--- src/hdl/xur_pkg.sv ---
package xur_pkg;

  localparam int unsigned WordW = 64;

  localparam logic [WordW-1:0] GOLDEN  = 64'h9E37_79B9_7F4A_7C15;
  localparam logic [WordW-1:0] MIX_C1  = 64'hBF58_476D_1CE4_E5B9;
  localparam logic [WordW-1:0] MIX_C2  = 64'h94D0_49BB_1331_11EB;
  localparam logic [WordW-1:0] MASK32  = 64'h0000_0000_FFFF_FFFF;
  localparam logic [WordW-1:0] SIGN64  = 64'h8000_0000_0000_0000;
  localparam logic [WordW-1:0] SIGN32  = 64'h0000_0000_8000_0000;

  typedef enum logic [1:0] {
    CMD_RAW    = 2'd0,
    CMD_RANGE  = 2'd1,
    CMD_SIGNED = 2'd2,
    CMD_SPARE  = 2'd3
  } cmd_t;

  typedef enum logic [3:0] {
    ST_LOAD_ADD,
    ST_LOAD_M1,
    ST_LOAD_M2,
    ST_LOAD_FIX,
    ST_IDLE,
    ST_PREP,
    ST_THR_GO,
    ST_THR,
    ST_DRAW,
    ST_DRAW2,
    ST_CHECK,
    ST_MODR,
    ST_FINISH
  } state_t;

  typedef struct packed {
    logic             start;
    logic [WordW-1:0] x;
    logic [WordW-1:0] y;
  } xur_req_t;

  typedef struct packed {
    logic             done;
    logic [WordW-1:0] res;
  } xur_rsp_t;

endpackage

--- src/hdl/xur_mul.sv ---
module xur_mul (
  input  logic               clk,
  input  logic               rst_n,
  input  xur_pkg::xur_req_t  req,
  output xur_pkg::xur_rsp_t  rsp
);

  logic [63:0] acc_r, acc_nxt;
  logic [63:0] x_r, x_nxt;
  logic [63:0] y_r, y_nxt;
  logic [5:0]  cnt_r, cnt_nxt;
  logic        busy_r, busy_nxt;
  logic        done_r, done_nxt;

  // one multiplier bit per cycle, low 64 bits of the product
  always_comb begin
    acc_nxt  = acc_r;
    x_nxt    = x_r;
    y_nxt    = y_r;
    cnt_nxt  = cnt_r;
    busy_nxt = busy_r;
    done_nxt = 1'b0;
    if (req.start && !busy_r) begin
      acc_nxt  = '0;
      x_nxt    = req.x;
      y_nxt    = req.y;
      cnt_nxt  = '0;
      busy_nxt = 1'b1;
    end else if (busy_r) begin
      acc_nxt = acc_r + (y_r[0] ? x_r : 64'd0);
      x_nxt   = {x_r[62:0], 1'b0};
      y_nxt   = {1'b0, y_r[63:1]};
      cnt_nxt = cnt_r + 6'd1;
      if (cnt_r == 6'd63) begin
        busy_nxt = 1'b0;
        done_nxt = 1'b1;
      end
    end
  end

  always_ff @(posedge clk) begin
    if (!rst_n) begin
      busy_r <= 1'b0;
      done_r <= 1'b0;
      cnt_r  <= '0;
    end else begin
      busy_r <= busy_nxt;
      done_r <= done_nxt;
      cnt_r  <= cnt_nxt;
    end
    acc_r <= acc_nxt;
    x_r   <= x_nxt;
    y_r   <= y_nxt;
  end

  assign rsp.done = done_r;
  assign rsp.res  = acc_r;

endmodule

--- src/hdl/xur_mod.sv ---
module xur_mod (
  input  logic               clk,
  input  logic               rst_n,
  input  xur_pkg::xur_req_t  req,
  output xur_pkg::xur_rsp_t  rsp
);

  logic [63:0] n_r, n_nxt;
  logic [63:0] d_r, d_nxt;
  logic [63:0] rem_r, rem_nxt;
  logic [5:0]  cnt_r, cnt_nxt;
  logic        busy_r, busy_nxt;
  logic        done_r, done_nxt;
  logic [64:0] rem_sh;
  logic [64:0] rem_sub;

  // restoring remainder, one dividend bit per cycle
  always_comb begin
    n_nxt    = n_r;
    d_nxt    = d_r;
    rem_nxt  = rem_r;
    cnt_nxt  = cnt_r;
    busy_nxt = busy_r;
    done_nxt = 1'b0;
    rem_sh   = {rem_r, n_r[63]};
    rem_sub  = rem_sh - {1'b0, d_r};
    if (req.start && !busy_r) begin
      n_nxt    = req.x;
      d_nxt    = req.y;
      rem_nxt  = '0;
      cnt_nxt  = '0;
      busy_nxt = 1'b1;
    end else if (busy_r) begin
      n_nxt   = {n_r[62:0], 1'b0};
      rem_nxt = (rem_sh >= {1'b0, d_r}) ? rem_sub[63:0] : rem_sh[63:0];
      cnt_nxt = cnt_r + 6'd1;
      if (cnt_r == 6'd63) begin
        busy_nxt = 1'b0;
        done_nxt = 1'b1;
      end
    end
  end

  always_ff @(posedge clk) begin
    if (!rst_n) begin
      busy_r <= 1'b0;
      done_r <= 1'b0;
      cnt_r  <= '0;
    end else begin
      busy_r <= busy_nxt;
      done_r <= done_nxt;
      cnt_r  <= cnt_nxt;
    end
    n_r   <= n_nxt;
    d_r   <= d_nxt;
    rem_r <= rem_nxt;
  end

  assign rsp.done = done_r;
  assign rsp.res  = rem_r;

endmodule

--- src/hdl/xoshiro_uniform_rng_core.sv ---
// channel  | handshake           | payload
// cfg      | cfg_valid/cfg_ready | cfg_seed
// in       | in_valid/in_ready   | in_command, in_wide, in_bound_a, in_bound_b
// out      | out_valid/out_ready | out_value, out_state_digest
//
// Raw draw, or full range: PREP, DRAW, DRAW2, then FINISH into the output.
// Range draw: THR_GO/THR and CHECK/MODR run the two bit-serial remainder
// passes of the shared divider; a draw below the threshold returns to DRAW.
// Reset and each seed transaction reload the state with four splitmix
// rounds, each two passes of the bit-serial multiplier.
// A result waiting on out_ready holds the next item in its final state.
module xoshiro_uniform_rng_core (
  input  logic        clk,
  input  logic        rst_n,
  input  logic        cfg_valid,
  output logic        cfg_ready,
  input  logic [63:0] cfg_seed,
  input  logic        in_valid,
  output logic        in_ready,
  input  logic [1:0]  in_command,
  input  logic        in_wide,
  input  logic [63:0] in_bound_a,
  input  logic [63:0] in_bound_b,
  output logic        out_valid,
  input  logic        out_ready,
  output logic [63:0] out_value,
  output logic [63:0] out_state_digest
);

  xur_pkg::state_t state_r, state_nxt;
  xur_pkg::cmd_t   cmd_r, cmd_nxt;
  xur_pkg::xur_req_t mul_req, mod_req;
  xur_pkg::xur_rsp_t mul_rsp, mod_rsp;

  logic [63:0] words_r [4];
  logic [63:0] words_nxt [4];
  logic [63:0] sm_r, sm_nxt;
  logic [1:0]  w_r, w_nxt;
  logic        wide_r, wide_nxt;
  logic [63:0] a_r, a_nxt, b_r, b_nxt;
  logic [63:0] lo_r, lo_nxt, range_r, range_nxt, flip_r, flip_nxt;
  logic [63:0] thr_r, thr_nxt, p_r, p_nxt, r_r, r_nxt, res_r, res_nxt;
  logic        rawm_r, rawm_nxt;
  logic        out_valid_r, out_valid_nxt;
  logic [63:0] out_value_r, out_value_nxt, out_dig_r, out_dig_nxt;

  logic [63:0] mask, in_mask, flip, lo, hi, sum, z, q, v;
  logic        is_rng;

  assign mask    = wide_r ? '1 : xur_pkg::MASK32;
  assign in_mask = in_wide ? '1 : xur_pkg::MASK32;

  assign cfg_ready = (state_r == xur_pkg::ST_IDLE);
  assign in_ready  = (state_r == xur_pkg::ST_IDLE) && !cfg_valid;

  always_comb begin
    state_nxt     = state_r;
    cmd_nxt       = cmd_r;
    words_nxt     = words_r;
    sm_nxt        = sm_r;
    w_nxt         = w_r;
    wide_nxt      = wide_r;
    a_nxt         = a_r;
    b_nxt         = b_r;
    lo_nxt        = lo_r;
    range_nxt     = range_r;
    flip_nxt      = flip_r;
    thr_nxt       = thr_r;
    p_nxt         = p_r;
    r_nxt         = r_r;
    res_nxt       = res_r;
    rawm_nxt      = rawm_r;
    out_valid_nxt = out_valid_r && !out_ready;
    out_value_nxt = out_value_r;
    out_dig_nxt   = out_dig_r;
    mul_req       = '0;
    mod_req       = '0;
    flip          = '0;
    lo            = '0;
    hi            = '0;
    sum           = '0;
    z             = '0;
    q             = {p_r[56:0], p_r[63:57]};
    v             = q + {q[60:0], 3'b000};
    is_rng        = (cmd_r == xur_pkg::CMD_RANGE) || (cmd_r == xur_pkg::CMD_SIGNED);
    case (state_r)
      xur_pkg::ST_LOAD_ADD: begin
        sm_nxt        = sm_r + xur_pkg::GOLDEN;
        z             = sm_nxt ^ (sm_nxt >> 30);
        mul_req.start = 1'b1;
        mul_req.x     = z;
        mul_req.y     = xur_pkg::MIX_C1;
        state_nxt     = xur_pkg::ST_LOAD_M1;
      end
      xur_pkg::ST_LOAD_M1: begin
        if (mul_rsp.done) begin
          mul_req.start = 1'b1;
          mul_req.x     = mul_rsp.res ^ (mul_rsp.res >> 27);
          mul_req.y     = xur_pkg::MIX_C2;
          state_nxt     = xur_pkg::ST_LOAD_M2;
        end
      end
      xur_pkg::ST_LOAD_M2: begin
        if (mul_rsp.done) begin
          words_nxt[w_r] = mul_rsp.res ^ (mul_rsp.res >> 31);
          w_nxt          = w_r + 2'd1;
          state_nxt      = (w_r == 2'd3) ? xur_pkg::ST_LOAD_FIX : xur_pkg::ST_LOAD_ADD;
        end
      end
      xur_pkg::ST_LOAD_FIX: begin
        if ((words_r[0] | words_r[1] | words_r[2] | words_r[3]) == 64'd0) begin
          words_nxt[0] = 64'd1;
        end
        state_nxt = xur_pkg::ST_IDLE;
      end
      xur_pkg::ST_IDLE: begin
        if (cfg_valid) begin
          sm_nxt    = cfg_seed;
          w_nxt     = '0;
          state_nxt = xur_pkg::ST_LOAD_ADD;
        end else if (in_valid) begin
          cmd_nxt   = xur_pkg::cmd_t'(in_command);
          wide_nxt  = in_wide;
          a_nxt     = in_bound_a & in_mask;
          b_nxt     = in_bound_b & in_mask;
          state_nxt = xur_pkg::ST_PREP;
        end
      end
      xur_pkg::ST_PREP: begin
        if (cmd_r == xur_pkg::CMD_SIGNED) begin
          flip = wide_r ? xur_pkg::SIGN64 : xur_pkg::SIGN32;
        end
        lo = a_r ^ flip;
        hi = b_r ^ flip;
        if (lo > hi) begin
          lo = b_r ^ flip;
          hi = a_r ^ flip;
        end
        flip_nxt  = flip;
        lo_nxt    = lo;
        range_nxt = (hi - lo + 64'd1) & mask;
        rawm_nxt  = !is_rng || ((lo == 64'd0) && (hi == mask));
        state_nxt = rawm_nxt ? xur_pkg::ST_DRAW : xur_pkg::ST_THR_GO;
      end
      xur_pkg::ST_THR_GO: begin
        mod_req.start = 1'b1;
        mod_req.x     = (64'd0 - range_r) & mask;
        mod_req.y     = range_r;
        state_nxt     = xur_pkg::ST_THR;
      end
      xur_pkg::ST_THR: begin
        if (mod_rsp.done) begin
          thr_nxt   = mod_rsp.res;
          state_nxt = xur_pkg::ST_DRAW;
        end
      end
      xur_pkg::ST_DRAW: begin
        p_nxt        = words_r[1] + {words_r[1][61:0], 2'b00};
        words_nxt[2] = words_r[2] ^ words_r[0] ^ {words_r[1][46:0], 17'd0};
        words_nxt[1] = words_r[1] ^ words_r[2] ^ words_r[0];
        words_nxt[0] = words_r[0] ^ words_r[3] ^ words_r[1];
        z            = words_r[3] ^ words_r[1];
        words_nxt[3] = {z[18:0], z[63:19]};
        state_nxt    = xur_pkg::ST_DRAW2;
      end
      xur_pkg::ST_DRAW2: begin
        r_nxt = wide_r ? v : {32'd0, v[63:32]};
        if (rawm_r) begin
          res_nxt   = r_nxt;
          state_nxt = xur_pkg::ST_FINISH;
        end else begin
          state_nxt = xur_pkg::ST_CHECK;
        end
      end
      xur_pkg::ST_CHECK: begin
        if (r_r < thr_r) begin
          state_nxt = xur_pkg::ST_DRAW;
        end else begin
          mod_req.start = 1'b1;
          mod_req.x     = r_r;
          mod_req.y     = range_r;
          state_nxt     = xur_pkg::ST_MODR;
        end
      end
      xur_pkg::ST_MODR: begin
        if (mod_rsp.done) begin
          sum       = lo_r + mod_rsp.res;
          res_nxt   = (sum ^ flip_r) & mask;
          state_nxt = xur_pkg::ST_FINISH;
        end
      end
      xur_pkg::ST_FINISH: begin
        if (!out_valid_r || out_ready) begin
          out_valid_nxt = 1'b1;
          out_value_nxt = res_r & mask;
          out_dig_nxt   = words_r[0] ^ words_r[1] ^ words_r[2] ^ words_r[3];
          state_nxt     = xur_pkg::ST_IDLE;
        end
      end
      default: begin
        state_nxt = xur_pkg::ST_IDLE;
      end
    endcase
  end

  always_ff @(posedge clk) begin
    if (!rst_n) begin
      state_r     <= xur_pkg::ST_LOAD_ADD;
      sm_r        <= '0;
      w_r         <= '0;
      out_valid_r <= 1'b0;
    end else begin
      state_r     <= state_nxt;
      sm_r        <= sm_nxt;
      w_r         <= w_nxt;
      out_valid_r <= out_valid_nxt;
    end
    cmd_r       <= cmd_nxt;
    words_r     <= words_nxt;
    wide_r      <= wide_nxt;
    a_r         <= a_nxt;
    b_r         <= b_nxt;
    lo_r        <= lo_nxt;
    range_r     <= range_nxt;
    flip_r      <= flip_nxt;
    thr_r       <= thr_nxt;
    p_r         <= p_nxt;
    r_r         <= r_nxt;
    res_r       <= res_nxt;
    rawm_r      <= rawm_nxt;
    out_value_r <= out_value_nxt;
    out_dig_r   <= out_dig_nxt;
  end

  xur_mul u_mul (
    .clk   (clk),
    .rst_n (rst_n),
    .req   (mul_req),
    .rsp   (mul_rsp)
  );

  xur_mod u_mod (
    .clk   (clk),
    .rst_n (rst_n),
    .req   (mod_req),
    .rsp   (mod_rsp)
  );

  assign out_valid        = out_valid_r;
  assign out_value        = out_value_r;
  assign out_state_digest = out_dig_r;

`ifndef SYNTHESIS
  a_one_item: assert property (@(posedge clk) disable iff (!rst_n)
    (in_valid && in_ready) |=> !in_ready)
    else $error("second transaction taken while one is in flight");

  a_no_overwrite: assert property (@(posedge clk) disable iff (!rst_n)
    (state_r == xur_pkg::ST_FINISH && out_valid_r && !out_ready)
      |=> (state_r == xur_pkg::ST_FINISH))
    else $error("result dropped while output register full");

  a_reload: assert property (@(posedge clk) disable iff (!rst_n)
    (cfg_valid && cfg_ready) |=> (state_r == xur_pkg::ST_LOAD_ADD && w_r == 2'd0))
    else $error("seed transaction did not restart state load");

  a_nonzero: assert property (@(posedge clk) disable iff (!rst_n)
    (state_r == xur_pkg::ST_IDLE)
      |-> ((words_r[0] | words_r[1] | words_r[2] | words_r[3]) != 64'd0))
    else $error("generator state all zero");
`endif

endmodule

--- config.mk ---
export PLATFORM = sky130hd
export DESIGN_NAME = xoshiro_uniform_rng_core
export DESIGN_NICKNAME = d
export VERILOG_FILES = /design/src/hdl/xur_pkg.sv /design/src/hdl/xur_mul.sv /design/src/hdl/xur_mod.sv /design/src/hdl/xoshiro_uniform_rng_core.sv
export SDC_FILE = /design/constraint.sdc
export NUM_CORES = 2
export LEC_CHECK = 0
export BUFFER_PORTS_ARGS = -buffer_cell sky130_fd_sc_hd__buf_2
export CORE_ASPECT_RATIO = 1.25
export CORE_UTILIZATION = 45
export DETAILED_ROUTE_END_ITERATION = 7
export PLACE_DENSITY = 0.66
export SLEW_MARGIN = 5
export SYNTH_ARGS = -nofsm -noshare
export SYNTH_HDL_FRONTEND = slang
export SYNTH_SLANG_ARGS = --single-unit
--- constraint.sdc ---
create_clock -name clk -period 15.2 [get_ports clk]
set_input_delay 1.52 -clock clk [delete_from_list [all_inputs] [get_ports clk]]
set_output_delay 1.52 -clock clk [all_outputs]
set_load 0.005 [all_outputs]
Yosys cells after proc, flatten, opt, wreduce, memory -nomap -nowiden
Index checks and enable logic that the tools add are counted.
- register bits: 1435
- bits of input ports: 200
- output and inout port bits: 131
- word-level logic and storage cells: 205
- add/subtract/negate cells: 12
- order comparisons: 5
- equal/unequal tests: 27
- mux-type cells: 59
- bitwise operators: 30
- reduce and logical (&&, ||, !) cells: 38
- operator list (cell ; count):
    64-bit two-way mux ; 23
    64-bit XOR ; 13
    129-bit one-hot mux with 2 select lines ; 2
    64-bit AND ; 6
    192-bit one-hot mux with 2 select lines ; 1
    129-bit two-way mux ; 2
    64-bit adder ; 4
    256-bit bitwise mux ; 1
    256-bit two-way mux ; 1
    64-bit one-hot mux with 2 select lines ; 2
    64-bit OR ; 3
    64-bit one-hot mux with 3 select lines ; 1
    64-bit demux with 2-bit select ; 1
    64-bit zero test ; 2
    64-bit subtractor ; 2
    65-bit by 64-bit >= comparator with 1-bit output ; 1
    64-bit by 1-bit adder with 64-bit output (second input constant) ; 1
    64-bit adder (second input constant) ; 1
    64-bit == test ; 1
    64-bit > comparator ; 1
    64-bit less-than comparator ; 1
    1-bit by 64-bit subtractor with 64-bit output (first input constant) ; 1
    64-bit by 33-bit XOR with 64-bit output ; 1
    64-bit by 34-bit XOR with 64-bit output ; 1
    other kinds (34) ; 98

Depth between registers and ports, before layout
- depth in word-level cells: 12
- depth in mapped cells: 30
- gate-level depth less buffers: 27

Hierarchy
Synthesis repeated with hierarchy kept, for this count alone.
- cells, all modules: 8967
- area, all modules: 89260.6 sq um
- modules (own cells, without submodules) (module ; instances ; cells an instance ; area an instance (sq um) ; sequential area each (sq um)):
    xoshiro_uniform_rng_core ; 1 ; 6636 ; 65439.0 ; 28507.3
    xur_mul ; 1 ; 1182 ; 11966.5 ; 5285.1
    xur_mod ; 1 ; 1149 ; 11855.1 ; 5285.1

Least setup slack after synthesis
No wires, ideal clock.
- path type: input to register
- from: in out_ready
- to: reg out_dig_r[0], in the netlist out_state_digest[0], enable pin
- library setup time: 0.772 ns
- data arrival time: 10.206 ns
- required time: 14.428 ns
- slack: 4.222 ns
- stages: 2
- path buffers: 0
- path through: nor2b_1 -> nor3_1
- word-level cells in the longest chain between the ends: 2
- RTL lines (element ; line ; RTL):
    from (decl) ; xoshiro_uniform_rng_core.sv:25 ; input logic out_ready,
    1-bit logical OR ; xoshiro_uniform_rng_core.sv:193 ; if (!out_valid_r || out_ready) begin
    2-bit AND reduction (no source line) ; -- ;
    to (signal assigned) ; xoshiro_uniform_rng_core.sv:232 ; out_dig_r <= out_dig_nxt;
    to (decl) ; xoshiro_uniform_rng_core.sv:45 ; logic [63:0] out_value_r, out_value_nxt, out_dig_r, out_dig_nxt;
No other way between the ends.
A chain may end at the register's enable or synchronous reset.

Final worst setup path
- from: reg a_r[63]
- to: reg range_r[61] (data pin)
- word-level cells in the longest chain between the ends: 7
- elaborated cells on any way between the ends: 9
- classes of those cells: 2 x add/sub; 1 x order compare; 4 x mux; 2 x bitwise
- RTL lines (element ; line ; RTL):
    from (decl) ; xoshiro_uniform_rng_core.sv:40 ; logic [63:0] a_r, a_nxt, b_r, b_nxt;
    from (signal assigned) ; xoshiro_uniform_rng_core.sv:221 ; a_r <= a_nxt;
    64-bit XOR * ; xoshiro_uniform_rng_core.sv:133 ; lo = a_r ^ flip;
    64-bit > comparator * ; xoshiro_uniform_rng_core.sv:135 ; if (lo > hi) begin
    64-bit two-way mux ; xoshiro_uniform_rng_core.sv:135 ;
    64-bit two-way mux ; xoshiro_uniform_rng_core.sv:86 ; case (state_r)
    64-bit subtractor * ; xoshiro_uniform_rng_core.sv:141 ; range_nxt = (hi - lo + 64'd1) & mask;
    64-bit by 1-bit adder with 64-bit output * ; xoshiro_uniform_rng_core.sv:141 ;
    64-bit AND * ; xoshiro_uniform_rng_core.sv:141 ;
    to (signal assigned) ; xoshiro_uniform_rng_core.sv:224 ; range_r <= range_nxt;
    to (decl) ; xoshiro_uniform_rng_core.sv:41 ; logic [63:0] lo_r, lo_nxt, range_r, range_nxt, flip_r, flip_nxt;
Mark *: on every way between the ends. The rest lies on a longest branch, timed or not. The select of a mux whose other input is x is not followed.

==> run_results.csv <==
group,metric,value,unit
clock_tree,cts.repair.resized,0,
clock_tree,clock_tree.htree_level_count,4,
grt,final_global_route_overflow_total,0,
setup_path,worst_ep_arrival_time,9.74,ns
run_status,failed_checks,"max-capacitance violations",
synthesis,post_synth_main_area_contributors,"sky130_fd_sc_hd__edfxtp_1, sky130_fd_sc_hd__ha_1, sky130_fd_sc_hd__xnor2_1, sky130_fd_sc_hd__dfxtp_1, sky130_fd_sc_hd__o21ai_0",
clock_tree,post-cts-setup-buffer-count,0,
setup_path,timing.critical_path.to,"range_r[61]$_DFFE_PP_",
clock_tree,clk_transition_reported_paths,0.06,ns
routing,num_vias,70600,
setup_path,critical_path.reg2reg.startpoint,"a_r[63]$_DFFE_PP_",
placed_design,port_buffers,330,
placed_design,placed_cells,11400,
power_and_ir_drop,internal_power,8970,uW
floorplan,std_cell_rows,179,
sta,finalSetupViolCount,0,
final_layout,finish.cell_count_without_fillers,11700,
grt,grt_pass1_vias,67100,
setup_path,crit-reg2reg-capture,"range_r[61]$_DFFE_PP_",
setup_path,slack_of_the_worst_reg_to_reg_path,5.99,ns
final_layout,post_layout_nets,9795,
synthesis,synthesis.instances,8802,
power_and_ir_drop,power_leakage,0.0385,uW
synthesis,syn_area,86500,um^2
final_layout,layout-drive-gt1-share,9.10,%
sta,maxClockFrequency,109,MHz
clock_tree,cts_tree,"built",
synthesis,synth_ff_type,"sky130_fd_sc_hd__edfxtp_1",
floorplan,initial_core_util,45.4,%
sta,fin_setup_tns,0,ns
routing,remaining_drc_errors,0,
sta,finalCriticalPeriod,9.21,ns
clock_tree,cts-hold-fix-buffers,0,
final_layout,largest_register_ff_count,256,
clock_tree,ctsLongestPathBuffers,3,
power_and_ir_drop,vdd.ir_drop.worst,0.000151,V
floorplan,die_h,492,um
power_and_ir_drop,sw_frac_of_total,39.4,%
routing,ant_nets,0,
synthesis,synth_sequential_area_ratio,45.2,%
sta,timing.slew.headroom,2.26,%
power_and_ir_drop,clockPowerShare,25.8,%
sta,hold_viol,0,
grt,grt_start_max_net_pins,132,
run_status,outcome,"finished with violations",
run,timing.max_cap.violations,1,
routing,routedWlPerCell,27.2,um
final_layout,layout-area-overhead-vs-synth,11.0,%
grt,global_route.usage.total,31.9,%
final_layout,mostFrequentLayoutCell,"sky130_fd_sc_hd__edfxtp_1",
sta,clock-skew-final,0.0472,ns
power_and_ir_drop,part_of_the_power_in_registers,36.2,%
setup_path,rr_worst_depth,25,
setup_path,setup.worst_path.start,"a_r[63]$_DFFE_PP_",
setup_path,type_of_destination_of_the_critical_path,"flip-flop",
power_and_ir_drop,net-switching-power,5840,uW
routing,detail_route.iter0.violations,7235,
hold_path,hold_path_class,"flip-flop to flip-flop",
routing,drt-vias-per-instance,6.04,
floorplan,die_w,394,um
floorplan,design.portCount,331,
placed_design,hpwl,242000,um
setup_path,crit_required,15.74,ns
placed_design,routabilityCongestion,1.01,
routing,drt-pass1-iter-count,7,
grt,wire_length_of_the_first_global_routing_pass,456000,um
final_layout,max_flop_register,"words_r",
final_layout,fillCellCount,17400,
power_and_ir_drop,power.density_cell_area,154,nW/um^2
grt,antenna_found_initial,37,
power_and_ir_drop,power_frac_comb,38.0,%
clock_tree,tritoncts.num_buffers,150,
synthesis,post_synth_num_cell_types,90,
synthesis,async_flop_share,0,%
floorplan,floorplan.die_area,194000,um^2
sta,period_utilization_post_route,60.6,%
synthesis,netlist.area_leader.share,40.2,%
synthesis,yosys_register_bits,1373,
synthesis,syn_nets,9584,
sta,timing_max_transition_violations_final,0,
sta,tightest_slew,1.45,ns
floorplan,core_area,191000,um^2
setup_path,worst-setup-path-type,"flip-flop to flip-flop",
synthesis,synth.avg_cell_area,9.82,um^2
synthesis,post-synth-top-area-cell,"sky130_fd_sc_hd__edfxtp_1",
sta,grt_setup_unrepaired,"no",
setup_path,start_kind,"flip-flop",
synthesis,synth_warnings,0,
setup_path,critical_path.max_fanout,48,
routing,route.final.wire_length,318000,um
clock_tree,root_buffer,"sky130_fd_sc_hd__clkbuf_16",
clock_tree,cts.sinks,1373,
final_layout,layout.cells.most_common_list,"sky130_fd_sc_hd__edfxtp_1, sky130_fd_sc_hd__nand2_1, sky130_fd_sc_hd__o21ai_0, sky130_fd_sc_hd__xnor2_1, sky130_fd_sc_hd__ha_1",
synthesis,synth_edf_count,1158,
clock_tree,insertion_delay,0.84,ns
## stage by stage
step	power, uW	setup slack, ns	utilization (%)	hold WS, ns	instance area, um^2
floorplan	9050	4.22	-	0.400	86500
global placement	10800	6.21	47.7	0.401	91000
detailed placement	10900	6.08	47.7	0.405	91000
CTS	14700	6.04	50.4	0.421	96000
global route	15400	5.72	50.4	0.425	96000
finish	14800	5.99	50.4	0.419	96000
## cells by family (layout without fill, tap and decap cells)
| kind of cell | after synthesis | in the layout | share of synthesized area (%) |
|---|---|---|---|
| xor+xnor | 993 | 993 | 10.1 |
| compound gates | 2269 | 2269 | 16.5 |
| flops | 1373 | 1373 | 45.2 |
| fa+ha+maj | 582 | 582 | 8.47 |
| simple gates | 2608 | 2608 | 14.6 |
| mux | 106 | 106 | 1.30 |
| other cells | 0 | 8 | 0 |
| buf+inv | 871 | 1205 | 3.81 |
## cells in the mapped netlist, types with 33 or more instances
cell type / n
sky130_fd_sc_hd__nand2b_1: 83
sky130_fd_sc_hd__a21o_1: 282
sky130_fd_sc_hd__ha_1: 576
sky130_fd_sc_hd__a211oi_1: 62
sky130_fd_sc_hd__nand2_1: 878
sky130_fd_sc_hd__nor2_1: 496
sky130_fd_sc_hd__nor4_1: 92
sky130_fd_sc_hd__clkbuf_1: 342
sky130_fd_sc_hd__or3_1: 76
sky130_fd_sc_hd__o21bai_1: 49
sky130_fd_sc_hd__and3_1: 53
sky130_fd_sc_hd__dfxtp_1: 215
sky130_fd_sc_hd__nor2b_1: 142
sky130_fd_sc_hd__edfxtp_1: 1158
sky130_fd_sc_hd__a221o_1: 37
sky130_fd_sc_hd__o21ai_0: 697
sky130_fd_sc_hd__nor3_1: 126
sky130_fd_sc_hd__inv_1: 484
sky130_fd_sc_hd__nand4_1: 116
sky130_fd_sc_hd__o211ai_1: 35
sky130_fd_sc_hd__mux2i_1: 57
sky130_fd_sc_hd__o22ai_1: 111
sky130_fd_sc_hd__o31ai_1: 36
sky130_fd_sc_hd__a22o_1: 59
sky130_fd_sc_hd__o21a_1: 60
sky130_fd_sc_hd__mux2_2: 48
sky130_fd_sc_hd__a22oi_1: 48
sky130_fd_sc_hd__a21oi_1: 510
sky130_fd_sc_hd__a221oi_1: 33
sky130_fd_sc_hd__and2_1: 266
sky130_fd_sc_hd__a31oi_1: 48
sky130_fd_sc_hd__nand3_1: 175
sky130_fd_sc_hd__xnor2_1: 639
sky130_fd_sc_hd__xor2_1: 354
## final cells by class
class / instances / area [um^2] / share of cell area (%)
Multi-Input combinational cell: 6558 / 44400 / 46.2
Sequential cell: 1373 / 39100 / 40.7
Clock buffer: 187 / 4070 / 4.24
Tap cell: 2534 / 3170 / 3.30
Timing Repair Buffer: 440 / 2490 / 2.59
Inverter: 490 / 1850 / 1.93
Clock inverter: 88 / 973 / 1.01
Antenna cell: 8 / 20.0 / 0.0208
## how the worst min path moves through the flow
stage	endpoint	startpoint	slack, ns	depth (start not counted)
floorplan	out_value[0]$_DFFE_PP_	res_r[0]$_DFFE_PP_	0.40	0
global placement	out_value[30]$_DFFE_PP_	res_r[30]$_DFFE_PP_	0.40	0
detailed placement	out_value[11]$_DFFE_PP_	res_r[11]$_DFFE_PP_	0.40	0
CTS	out_value[27]$_DFFE_PP_	res_r[27]$_DFFE_PP_	0.42	0
global route	out_value[11]$_DFFE_PP_	res_r[11]$_DFFE_PP_	0.43	0
finish	out_value[1]$_DFFE_PP_	res_r[1]$_DFFE_PP_	0.42	0
## layer usage
metal	vias to the layer above	track usage, %	wire length (um)
li1	32200	-	-
met1	34300	39.8	125000
met2	3238	50.4	142000
met3	767	6.33	26000
met4	34	20.7	23800
met5	-	0	224
## power by group through the flow
stage          logic, uW  clock network, uW  registers, uW
6_report            5630               3820           5360
5_1_grt             6040               3990           5410
4_1_cts             5530               3870           5350
3_5_place_dp        5500                  0           5420
3_3_place_gp        5430                  0           5410
2_1_floorplan       3860                  0           5190
## critical path, stage by stage, from the launching register on
cell                        delay, ns
sky130_fd_sc_hd__edfxtp_1        0.47
sky130_fd_sc_hd__xnor2_1         0.56
sky130_fd_sc_hd__nand4_1         0.25
sky130_fd_sc_hd__or4_1           0.66
sky130_fd_sc_hd__or2_1           0.39
sky130_fd_sc_hd__nor4_4          0.30
sky130_fd_sc_hd__a21o_1          0.19
sky130_fd_sc_hd__a211oi_2        0.12
sky130_fd_sc_hd__nor2_4          0.72
sky130_fd_sc_hd__buf_4           0.60
sky130_fd_sc_hd__or3_1           0.18
sky130_fd_sc_hd__o21ai_0         0.14
sky130_fd_sc_hd__ha_1            0.34
sky130_fd_sc_hd__nand2_1         0.09
sky130_fd_sc_hd__nor3_1          0.46
sky130_fd_sc_hd__and3_1          0.30
sky130_fd_sc_hd__nand3_1         0.12
sky130_fd_sc_hd__a21o_1          0.25
sky130_fd_sc_hd__a211oi_1        0.72
sky130_fd_sc_hd__o2111ai_1       0.31
sky130_fd_sc_hd__a31oi_1         0.37
sky130_fd_sc_hd__o21ai_0         0.32
sky130_fd_sc_hd__o21ai_0         0.56
sky130_fd_sc_hd__a41oi_1         0.21
sky130_fd_sc_hd__xor2_1          0.19
sky130_fd_sc_hd__nor2_1          0.06
(Power assumes the default switching activity.)
